==> config.mk <==
export PLATFORM = sky130hd
export DESIGN_NAME = stepper_step_pulse_generator_top
export DESIGN_NICKNAME = d
export VERILOG_FILES = /design/src/hw/rtl/ssg_pkg.sv /design/src/hw/rtl/ssg_ctrl.sv /design/src/hw/rtl/ssg_datapath.sv /design/src/hw/rtl/stepper_step_pulse_generator_top.sv
export SDC_FILE = /design/constraint.sdc
export NUM_CORES = 1
export LEC_CHECK = 0
export BUFFER_PORTS_ARGS = -buffer_cell sky130_fd_sc_hd__buf_4
export CAP_MARGIN = 10
export CORE_MARGIN = 5
export CORE_UTILIZATION = 35
export CTS_CLUSTER_DIAMETER = 40
export DETAILED_ROUTE_END_ITERATION = 10
export PLACE_DENSITY = 0.5
export SLEW_MARGIN = 40
export SYNTH_ARGS = -nofsm -noshare
export SYNTH_HDL_FRONTEND = slang
export SYNTH_SLANG_ARGS = --single-unit
==> constraint.sdc <==
create_clock -name clk -period 10 [get_ports clk]
set_input_delay 0.5 -clock clk [delete_from_list [all_inputs] [get_ports clk]]
set_output_delay 0.5 -clock clk [all_outputs]
set_load 0.01 [all_outputs]
==> src/hw/rtl/ssg_pkg.sv <==
package ssg_pkg;

  // Defaults for the top-level parameters
  localparam int unsigned NUM_MOTORS_DEF = 3;
  localparam int unsigned TICK_RATE_DEF  = 1984;

  // Field widths
  localparam int unsigned CMD_W   = 2;
  localparam int unsigned SEL_W   = 2;
  localparam int unsigned MODE_W  = 2;
  localparam int unsigned PPS_W   = 11;
  localparam int unsigned TOTAL_W = 16;
  localparam int unsigned CNT_W   = 8;

  // Stream widths
  localparam int unsigned IN_TDATA_W  = 32;
  localparam int unsigned IN_TUSER_W  = 2;
  localparam int unsigned OUT_TDATA_W = 8;
  localparam int unsigned OUT_TUSER_W = 1;
  localparam int unsigned OUT_USED_W  = 6;

  // Divider: 16-bit dividend, one quotient bit per cycle
  localparam int unsigned DVD_W      = 16;
  localparam int unsigned REM_W      = PPS_W + 1;
  localparam int unsigned STEP_CNT_W = $clog2(DVD_W);

  localparam logic [PPS_W-1:0]   PPS_MIN       = 11'd10;
  localparam logic [PPS_W-1:0]   PPS_MAX       = 11'd1984;
  localparam logic [TOTAL_W-1:0] STEPS_FOREVER = 16'hFFFF;
  localparam logic [CNT_W-1:0]   RELOAD_MAX    = 8'hFF;
  localparam logic [CNT_W-1:0]   RELOAD_MIN    = 8'h01;

  typedef enum logic [CMD_W-1:0] {
    CMD_TICK    = 2'd0,
    CMD_START   = 2'd1,
    CMD_STOP    = 2'd2,
    CMD_ALL_OFF = 2'd3
  } cmd_t;

  // Controller to datapath
  typedef struct packed {
    logic load;
    logic div_step;
    logic exec;
  } dp_cmd_t;

  // Datapath to controller
  typedef struct packed {
    logic start_div;
    logic out_free;
  } dp_status_t;

endpackage

==> src/hw/rtl/ssg_ctrl.sv <==
module ssg_ctrl (
  input  logic                clk,
  input  logic                rst_n,
  input  logic                in_tvalid,
  output logic                in_tready,
  input  ssg_pkg::dp_status_t status,
  output ssg_pkg::dp_cmd_t    cmd
);
  import ssg_pkg::*;

  typedef enum logic [1:0] {
    ST_IDLE,
    ST_DIV,
    ST_EXEC
  } state_t;

  localparam logic [STEP_CNT_W-1:0] STEP_LAST = STEP_CNT_W'(DVD_W - 1);

  state_t                  state_r, state_nxt;
  logic [STEP_CNT_W-1:0]   step_r, step_nxt;
  logic                    ready_r, ready_nxt;

  assign in_tready = ready_r;

  always_comb begin
    state_nxt = state_r;
    step_nxt  = step_r;
    ready_nxt = ready_r;
    cmd       = '0;
    unique case (state_r)
      ST_IDLE: begin
        ready_nxt = 1'b1;
        if (in_tvalid && ready_r) begin
          cmd.load  = 1'b1;
          ready_nxt = 1'b0;
          step_nxt  = '0;
          state_nxt = status.start_div ? ST_DIV : ST_EXEC;
        end
      end
      ST_DIV: begin
        cmd.div_step = 1'b1;
        step_nxt     = step_r + 1'b1;
        if (step_r == STEP_LAST) state_nxt = ST_EXEC;
      end
      ST_EXEC: begin
        // wait for room in the output register
        if (status.out_free) begin
          cmd.exec  = 1'b1;
          ready_nxt = 1'b1;
          state_nxt = ST_IDLE;
        end
      end
      default: begin
        state_nxt = ST_IDLE;
        ready_nxt = 1'b0;
      end
    endcase
  end

  always_ff @(posedge clk) begin
    if (!rst_n) begin
      state_r <= ST_IDLE;
      step_r  <= '0;
      ready_r <= 1'b0;
    end else begin
      state_r <= state_nxt;
      step_r  <= step_nxt;
      ready_r <= ready_nxt;
    end
  end

endmodule

==> src/hw/rtl/ssg_datapath.sv <==
module ssg_datapath #(
  parameter int unsigned NUM_MOTORS = ssg_pkg::NUM_MOTORS_DEF,
  parameter int unsigned TICK_RATE  = ssg_pkg::TICK_RATE_DEF
) (
  input  logic                        clk,
  input  logic                        rst_n,
  input  ssg_pkg::cmd_t               in_cmd,
  input  logic [ssg_pkg::SEL_W-1:0]   in_motor_sel,
  input  logic [ssg_pkg::MODE_W-1:0]  in_microstep_mode,
  input  logic                        in_forward,
  input  logic [ssg_pkg::PPS_W-1:0]   in_pulses_per_sec,
  input  logic [ssg_pkg::TOTAL_W-1:0] in_step_total,
  input  ssg_pkg::dp_cmd_t            cmd,
  output ssg_pkg::dp_status_t         status,
  input  logic                        out_tready,
  output logic                        out_tvalid,
  output logic                        out_step_pulse,
  output logic [ssg_pkg::SEL_W-1:0]   out_pulse_motor,
  output logic [ssg_pkg::MODE_W-1:0]  out_microstep_lines,
  output logic                        out_direction_line,
  output logic                        out_power_enable
);
  import ssg_pkg::*;

  localparam int unsigned      IDX_W    = (NUM_MOTORS > 1) ? $clog2(NUM_MOTORS) : 1;
  localparam logic [DVD_W-1:0] DIVIDEND = DVD_W'(TICK_RATE);

  // Latched item
  cmd_t               cmd_r;
  logic [SEL_W-1:0]   sel_r;
  logic               sel_ok_r;
  logic [MODE_W-1:0]  mode_r;
  logic               fwd_r;
  logic [TOTAL_W-1:0] total_r;

  // Restoring divider
  logic [PPS_W-1:0]   dvs_r;
  logic [DVD_W-1:0]   dvd_r;
  logic [PPS_W-1:0]   rem_r;
  logic [DVD_W-1:0]   quo_r;

  // Channel state
  logic [TOTAL_W-1:0] steps_r  [NUM_MOTORS];
  logic [CNT_W-1:0]   cnt_r    [NUM_MOTORS];
  logic [CNT_W-1:0]   reload_r [NUM_MOTORS];
  logic [MODE_W-1:0]  mstep_r  [NUM_MOTORS];
  logic               dir_r    [NUM_MOTORS];
  logic               power_r;

  // Result register
  logic               out_valid_r;
  logic               out_pulse_r;
  logic [SEL_W-1:0]   out_motor_r;
  logic [MODE_W-1:0]  out_mstep_r;
  logic               out_dir_r;
  logic               out_power_r;

  logic               in_sel_ok;
  logic [PPS_W-1:0]   pps_clamped;
  logic [REM_W-1:0]   rem_sh;
  logic [REM_W-1:0]   rem_sub;
  logic               rem_ge;
  logic [CNT_W-1:0]   reload_q;
  logic [IDX_W-1:0]   idx;
  logic [TOTAL_W-1:0] cur_steps;
  logic [CNT_W-1:0]   cnt_inc;
  logic               running;
  logic               hit;
  logic               tick_pulse;
  logic               power_nxt;

  assign in_sel_ok = (32'(in_motor_sel) < 32'(NUM_MOTORS));

  assign status.start_div = (in_cmd == CMD_START) && in_sel_ok;
  assign status.out_free  = !out_valid_r || out_tready;

  always_comb begin
    if (in_pulses_per_sec < PPS_MIN)      pps_clamped = PPS_MIN;
    else if (in_pulses_per_sec > PPS_MAX) pps_clamped = PPS_MAX;
    else                                  pps_clamped = in_pulses_per_sec;
  end

  // One quotient bit per step
  assign rem_sh  = {rem_r, dvd_r[DVD_W-1]};
  assign rem_ge  = rem_sh >= {1'b0, dvs_r};
  assign rem_sub = rem_sh - {1'b0, dvs_r};

  // Saturate the quotient into the 8-bit reload
  always_comb begin
    if (quo_r == '0)                   reload_q = RELOAD_MIN;
    else if (|quo_r[DVD_W-1:CNT_W])    reload_q = RELOAD_MAX;
    else                               reload_q = quo_r[CNT_W-1:0];
  end

  assign idx        = IDX_W'(sel_r);
  assign cur_steps  = steps_r[idx];
  assign cnt_inc    = cnt_r[idx] + 1'b1;
  assign running    = sel_ok_r && (cur_steps != '0);
  assign hit        = (cnt_inc == reload_r[idx]);
  assign tick_pulse = (cmd_r == CMD_TICK) && running && hit;

  always_comb begin
    power_nxt = power_r;
    if ((cmd_r == CMD_START) && sel_ok_r) power_nxt = 1'b1;
    else if (cmd_r == CMD_ALL_OFF)        power_nxt = 1'b0;
  end

  // Item latch, divider and result payload
  always_ff @(posedge clk) begin
    if (cmd.load) begin
      cmd_r    <= in_cmd;
      sel_r    <= in_motor_sel;
      sel_ok_r <= in_sel_ok;
      mode_r   <= in_microstep_mode;
      fwd_r    <= in_forward;
      total_r  <= in_step_total;
      dvs_r    <= pps_clamped;
      dvd_r    <= DIVIDEND;
      rem_r    <= '0;
      quo_r    <= '0;
    end
    if (cmd.div_step) begin
      dvd_r <= {dvd_r[DVD_W-2:0], 1'b0};
      rem_r <= rem_ge ? rem_sub[PPS_W-1:0] : rem_sh[PPS_W-1:0];
      quo_r <= {quo_r[DVD_W-2:0], rem_ge};
    end
    if (cmd.exec) begin
      out_pulse_r <= tick_pulse;
      out_motor_r <= tick_pulse ? sel_r : '0;
      out_mstep_r <= tick_pulse ? mstep_r[idx] : '0;
      out_dir_r   <= tick_pulse ? dir_r[idx] : 1'b0;
      out_power_r <= power_nxt;
    end
  end

  // Channel state and output valid
  always_ff @(posedge clk) begin
    if (!rst_n) begin
      for (int m = 0; m < NUM_MOTORS; m++) begin
        steps_r[m]  <= '0;
        cnt_r[m]    <= '0;
        reload_r[m] <= '0;
        mstep_r[m]  <= '0;
        dir_r[m]    <= 1'b0;
      end
      power_r     <= 1'b0;
      out_valid_r <= 1'b0;
    end else begin
      if (cmd.exec)        out_valid_r <= 1'b1;
      else if (out_tready) out_valid_r <= 1'b0;

      if (cmd.exec) begin
        power_r <= power_nxt;
        unique case (cmd_r)
          CMD_TICK: begin
            if (running) begin
              cnt_r[idx] <= hit ? '0 : cnt_inc;
              if (hit && (cur_steps != STEPS_FOREVER)) steps_r[idx] <= cur_steps - 1'b1;
            end
          end
          CMD_START: begin
            if (sel_ok_r) begin
              mstep_r[idx]  <= mode_r;
              dir_r[idx]    <= fwd_r;
              reload_r[idx] <= reload_q;
              cnt_r[idx]    <= '0;
              steps_r[idx]  <= total_r;
            end
          end
          CMD_STOP: begin
            if (sel_ok_r) steps_r[idx] <= '0;
          end
          CMD_ALL_OFF: begin
            for (int m = 0; m < NUM_MOTORS; m++) steps_r[m] <= '0;
          end
        endcase
      end
    end
  end

  assign out_tvalid          = out_valid_r;
  assign out_step_pulse      = out_pulse_r;
  assign out_pulse_motor     = out_motor_r;
  assign out_microstep_lines = out_mstep_r;
  assign out_direction_line  = out_dir_r;
  assign out_power_enable    = out_power_r;

endmodule

==> src/hw/rtl/stepper_step_pulse_generator_top.sv <==
// Step pulse generator for up to NUM_MOTORS stepper channels. Each input item is one command
// (tick, start, stop or all-off) and yields exactly one result item, which reports whether a
// step pulse went out, on which motor, with the latched microstep and direction bits, and the
// driver power state after the command. A start clamps the rate to 10..1984 pulses per second
// and sets the channel divider to TICK_RATE / rate, saturated to 1..255; a step_total of 65535
// runs the channel forever. Sequence: a tick, stop or all-off goes from acceptance through the
// execute state to the result, and no further item is taken until that result is written; a
// start on a valid channel first passes the divide state, where the restoring divider produces
// one quotient bit per cycle over its 16-bit dividend. The result sits in an output register,
// so the next item is taken while an earlier result still waits on out_tready.
module stepper_step_pulse_generator_top #(
  parameter int unsigned NUM_MOTORS = ssg_pkg::NUM_MOTORS_DEF,
  parameter int unsigned TICK_RATE  = ssg_pkg::TICK_RATE_DEF
) (
  input  logic                            clk,
  input  logic                            rst_n,
  // input item
  input  logic                            in_tvalid,
  output logic                            in_tready,
  // [1:0] cmd
  input  logic [ssg_pkg::IN_TUSER_W-1:0]  in_tuser,
  // [1:0] motor_sel, [3:2] microstep_mode, [4] forward,
  // [15:5] pulses_per_sec, [31:16] step_total
  input  logic [ssg_pkg::IN_TDATA_W-1:0]  in_tdata,
  // result item
  output logic                            out_tvalid,
  input  logic                            out_tready,
  // [0] step_pulse
  output logic [ssg_pkg::OUT_TUSER_W-1:0] out_tuser,
  // [1:0] pulse_motor, [3:2] microstep_lines, [4] direction_line,
  // [5] power_enable, [7:6] zero
  output logic [ssg_pkg::OUT_TDATA_W-1:0] out_tdata
);
  import ssg_pkg::*;

  dp_cmd_t            dp_cmd;
  dp_status_t         dp_status;

  logic               step_pulse;
  logic [SEL_W-1:0]   pulse_motor;
  logic [MODE_W-1:0]  microstep_lines;
  logic               direction_line;
  logic               power_enable;

  // Sequence load, divide and execute
  ssg_ctrl u_ctrl (
    .clk       (clk),
    .rst_n     (rst_n),
    .in_tvalid (in_tvalid),
    .in_tready (in_tready),
    .status    (dp_status),
    .cmd       (dp_cmd)
  );

  // Unpack the item straight into the datapath; it latches on load
  ssg_datapath #(
    .NUM_MOTORS (NUM_MOTORS),
    .TICK_RATE  (TICK_RATE)
  ) u_datapath (
    .clk                 (clk),
    .rst_n               (rst_n),
    .in_cmd              (cmd_t'(in_tuser[CMD_W-1:0])),
    .in_motor_sel        (in_tdata[1:0]),
    .in_microstep_mode   (in_tdata[3:2]),
    .in_forward          (in_tdata[4]),
    .in_pulses_per_sec   (in_tdata[15:5]),
    .in_step_total       (in_tdata[31:16]),
    .cmd                 (dp_cmd),
    .status              (dp_status),
    .out_tready          (out_tready),
    .out_tvalid          (out_tvalid),
    .out_step_pulse      (step_pulse),
    .out_pulse_motor     (pulse_motor),
    .out_microstep_lines (microstep_lines),
    .out_direction_line  (direction_line),
    .out_power_enable    (power_enable)
  );

  // Pack the result, padding to whole bytes
  assign out_tuser = step_pulse;
  assign out_tdata = {{(OUT_TDATA_W - OUT_USED_W){1'b0}},
                      power_enable, direction_line, microstep_lines, pulse_motor};

endmodule

-- Word level (Yosys, flattened, before mapping)
Memory sizes are Yosys's and may differ from the RTL's. A register that Yosys moved wholly into a read port is not among the register bits.
Index checks and enable logic that the tools add are counted.
- memories kept: 5
- input bits: 38
- output and inout port bits: 11
- bits in registers: 85
- RAM bits: 105
- bitwise gates (word level): 7
- $lt $le $gt $ge: 4
- $add $sub $neg: 4
- multiplexer cells: 79
- equal/unequal tests: 12
- reduce and logical (&&, ||, !) cells: 28
- memories (name ; words ; bits a word ; read ports ; clocked after memory_dff ; write ports ; line ; text):
    u_datapath.steps_r ; 3 ; 16 ; 1 ; 1 ; 3 ; ssg_datapath.sv:43 ; logic [TOTAL_W-1:0] steps_r [NUM_MOTORS];
    u_datapath.cnt_r ; 3 ; 8 ; 1 ; 1 ; 3 ; ssg_datapath.sv:44 ; logic [CNT_W-1:0] cnt_r [NUM_MOTORS];
    u_datapath.reload_r ; 3 ; 8 ; 1 ; 1 ; 3 ; ssg_datapath.sv:45 ; logic [CNT_W-1:0] reload_r [NUM_MOTORS];
    u_datapath.mstep_r ; 3 ; 2 ; 1 ; 1 ; 3 ; ssg_datapath.sv:46 ; logic [MODE_W-1:0] mstep_r [NUM_MOTORS];
    u_datapath.dir_r ; 3 ; 1 ; 1 ; 1 ; 3 ; ssg_datapath.sv:47 ; logic dir_r [NUM_MOTORS];
- operators by type and width (cell ; number):
    $mux W16 ; 10
    $mux W8 ; 6
    $mux W11 ; 4
    $mux W1 ; 42
    $mux W2 ; 13
    $reduce_or A8 Y1 ; 3
    $logic_not A16 Y1 ; 1
    $ne A16 B16 Y1 const B ; 1
    $reduce_bool A16 Y1 ; 1
    $reduce_or A16 Y1 ; 1
    $sub A16 B1 Y16 const B ; 1
    $ge A12 B11 Y1 ; 1
    $gt A11 B11 Y1 const B ; 1
    $lt A11 B4 Y1 const B ; 1
    $sub A11 B11 Y11 ; 1
    $add A8 B1 Y8 const B ; 1
    $eq A8 B8 Y1 ; 1
    $pmux W4 S2 ; 1
    $logic_and A1 B1 Y1 ; 7
    $eq A2 B1 Y1 const B ; 3
    $eq A2 B2 Y1 const B ; 3
    $or A1 B1 Y1 ; 6
    $pmux W2 S3 ; 1
    $reduce_bool A2 Y1 ; 3
    15 further kinds ; 21

-- Longest topological paths before layout
- depth in word-level cells: 13
- gate-level depth with buffers: 14
- depth with buffers taken out: 11

-- Hierarchy
A second synthesis with hierarchy kept.
- cell total of the unflattened synthesis: 821
- area total of the unflattened synthesis: 11023.1 um^2
- by module, submodules not included (module ; sequential area each (um^2) ; cells an instance ; area each (um^2) ; times used):
    ssg_datapath ; 6626.4 ; 774 ; 10632.7 ; 1
    ssg_ctrl ; 140.1 ; 42 ; 356.6 ; 1
    stepper_step_pulse_generator_top ; 0.0 ; 5 ; 33.8 ; 1

-- Least setup slack after synthesis
OpenSTA, ideal clock, no wires.
- path kind: reg-to-reg
- start: register (tool-made name)
- end: memory u_datapath.steps_r[0][0] (enable)
- period minus slack after synthesis: 4.271 ns
- arrival time: 3.860 ns
- slack: 5.729 ns
- cell stages (with the launch flop): 13
- path buffers: 3
- setup time: 0.411 ns
- cells stage by stage: dfxtp_1 buf_6 buf_4 mux4_2 ha_1 inv_1 xnor2_1 a221oi_1 nand4_1 nor4_4 a211oi_2 buf_4 o21ai_0
- RTL lines (item ; line):
    end, declared ; ssg_datapath.sv:43

==> out/metrics.cfg <==
[detailed_routing]
routedWlPerCell_um=18.8
ant_nets=0
finalWirelength_mm=24.9
dr.pass1.iters=5
drc=0
via_per_inst=5.08
drtIter0Drc=340
vias=6720

[sta]
worst_slew_pin_slew_ps=797
tns_ps=0
timing.final.crit_period_ps=4790
finalMaxSlewViolations=0
hold_viol_final=0
fin_skew_ps=22.2
fmax_ghz=0.209
setup_viol=0
post-route-period-util_pct=47.9
rsz0062_at_grt=no
relSlewSlack_pct=46.8
finalWorstSetupSlack_ps=5210

[cells_and_area]
area_growth_syn_to_layout_pct=18.1
mostFrequentLayoutCells=edfxtp_1, nor2_1, buf_4, inv_1, nor3_1
stdcell_area_um2=12900
multiInputGateArea_um2=3710
fin_nets=956
fin_util_pct=41.9
final_common_cell=edfxtp_1
n_fill_cell=2870
drive_gt1_share_pct=20.4
diodes=0
regArea_um2=6770
stdcell_count=1323

[worst_setup_path]
cp_common_cell=buf_4
rrSetupSlack_ps=5210
crit_slowest_cell=nor4_4
r2r_cells=12
slowest_delay_ps=710
crit_required_ps=10200
worstPathArrival_ps=4990
cp_max_fo=49
cp-end-kind=register
startpoint_type=register
path_class=reg2reg
worstReg2RegEnd=u_datapath.steps_r[2][8]
path_cells=buf_4, mux4_2, ha_1, inv_1, xnor2_1, a221oi_1, nand4_1, nor4_4, a211oi_4, buf_4, o21ai_1, buf_4

[cts]
cts.sinks=230
postCtsHoldBufs=0
cts_resized=0
insertion_delay_ps=510
cts_tree=built
clk_pin_slew_ps=60
htreeDepth=2
cts_setup_buffers=0
cts_buffers=36
clk_path_buf_depth=3
cts_root_buf=clkbuf_16

[floorplan]
die-width_um=186
start_util_pct=35.5
io_pins=49
core.rowCount=64
die_h_um=186
core_um2=30700
dieArea_um2=34700

[placed_design]
io_buffers=46
post-place-ws_ps=5190
gp_congestion=0.764
dp_cells=1259
hpwl_mm=16.5
dpl-instance-area_um2=11600

[min_path]
min_from=in_tdata[24]
min_to=u_datapath.total_r[8]
hp-class=in2reg
whs_path_depth=1

[global_routing]
grt_pass1_vias=6992
overflow=0
antenna_found_initial=0
grt_max_degree=50
grt_pass1_wl_mm=39.5
grt_usage_pct=14.1

[yosys]
synth-seq-cells=230
async_flop_share_pct=0
avgSynthCellArea_um2=12.8
synth_edf_count=216
yosysUniqueCellTypes=65
seq_area_frac_synth_pct=62.1
synthesis.area_um2=10900
synthCells=848
yosys_most_used_dff=edfxtp_1
synth-warning-count=0

[pwr]
power_density_nw_per_um2=201
p_leak_nw=4.61
ir_drop_mv=0.108

[run_status]
status=completed

[run]
maxCapViolCount=0

[per-stage QoR]
stage | power, mW | hold slack [ps]
finish | 2.58 | 168
CTS | 2.61 | 150
detailed placement | 1.36 | 434
global placement | 1.35 | 431
floorplan | 1.29 | 414
global route | 2.69 | 151
[power breakdown]
| group | total, mW | switching (mW) | internal [mW] |
|---|---|---|---|
| logic | 0.230 | 0.139 | 0.0906 |
| registers | 1.10 | 0.0143 | 1.09 |
| clock network | 1.25 | 0.449 | 0.799 |
| total | 2.58 | 0.602 | 1.98 |
[critical path: cells and delay by family, from the launching register on]
kind | cells | cell delay, ps
XOR/XNOR | 1 | 120
flip-flops | 1 | 310
adder cells (fa/ha/maj) | 1 | 330
buffers and inverters | 4 | 1260
AO/OA/AOI/OAI | 3 | 830
AND/OR/NAND/NOR | 2 | 910
multiplexers | 1 | 700
[kinds of logic after synthesis]
group | share of synthesized area (%)
and+or+nand+nor | 15.9
DFF | 62.1
buffers and inverters | 4.15
AOI/OAI and AO/OA | 5.40
muxes | 8.07
xor gates and xnor gates | 2.32
adders and majority gates | 2.02
other | 0.0344
[synthesized netlist by cell type (7+ instances only)]
library cell,number,share of area [%]
o31ai_1,7,0.48
or3_1,9,0.52
mux2i_1,9,0.83
nand2_1,45,1.6
o21ai_0,23,1.1
a21oi_1,16,0.74
nor3_2,10,0.92
edfxtp_1,216,60
buf_2,7,0.32
dfxtp_1,14,2.6
mux4_2,35,7.2
ha_1,16,1.8
nand4_1,7,0.40
and2_1,34,2.0
inv_1,57,2.0
nor2_1,105,3.6
nand2b_1,13,0.75
o211ai_1,11,0.76
nand3_1,16,0.74
nor4_1,11,0.63
nor3_1,51,2.3
xor2_1,10,0.80
xnor2_1,17,1.4
clkbuf_1,27,0.93
nor2b_1,11,0.63
[layout make-up]
class | instances | share of cell area, %
Inverter | 57 | 1.68
Sequential cell | 230 | 52.6
Tap cell | 396 | 3.85
Multi-Input combinational cell | 516 | 28.9
Clock inverter | 22 | 1.96
Timing Repair Buffer | 60 | 3.50
Clock buffer | 42 | 7.50
[routing by layer]
metal / wire length [um] / global-route usage [%]
met4: 523 / 4.07
met1: 11300 / 18.7
met2: 12100 / 23.8
met3: 890 / 2.47
met5: 0 / 0
[worst max path at each step]
stage             start                   endpoint  cells past startpoint
5_1_grt        register  u_datapath.steps_r[2][10]                     12
3_3_place_gp   register  u_datapath.steps_r[2][10]                     12
4_1_cts        register   u_datapath.steps_r[2][8]                     12
3_5_place_dp   register   u_datapath.steps_r[2][7]                     12
6_report       register   u_datapath.steps_r[2][8]                     12
2_1_floorplan  register   u_datapath.steps_r[0][0]                     12
[sequential cells by signal, summed over array words and instances (netlist names), 2 cells and up, named ones only]
signal	count
u_datapath.quo_r	16
u_datapath.reload_r	32
u_datapath.out_pulse_motor	2
u_datapath.mstep_r	8
u_datapath.dir_r	4
u_ctrl.step_r	4
u_datapath.total_r	16
u_ctrl.state_r	2
u_datapath.cnt_r	32
u_datapath.steps_r	64
u_datapath.dvs_r	11
u_datapath.out_microstep_lines	2
u_datapath.dvd_r	10
u_datapath.rem_r	11
u_datapath.cmd_r	2
u_datapath.idx	2
u_datapath.mode_r	2
Power figures use the tool's default switching activity.
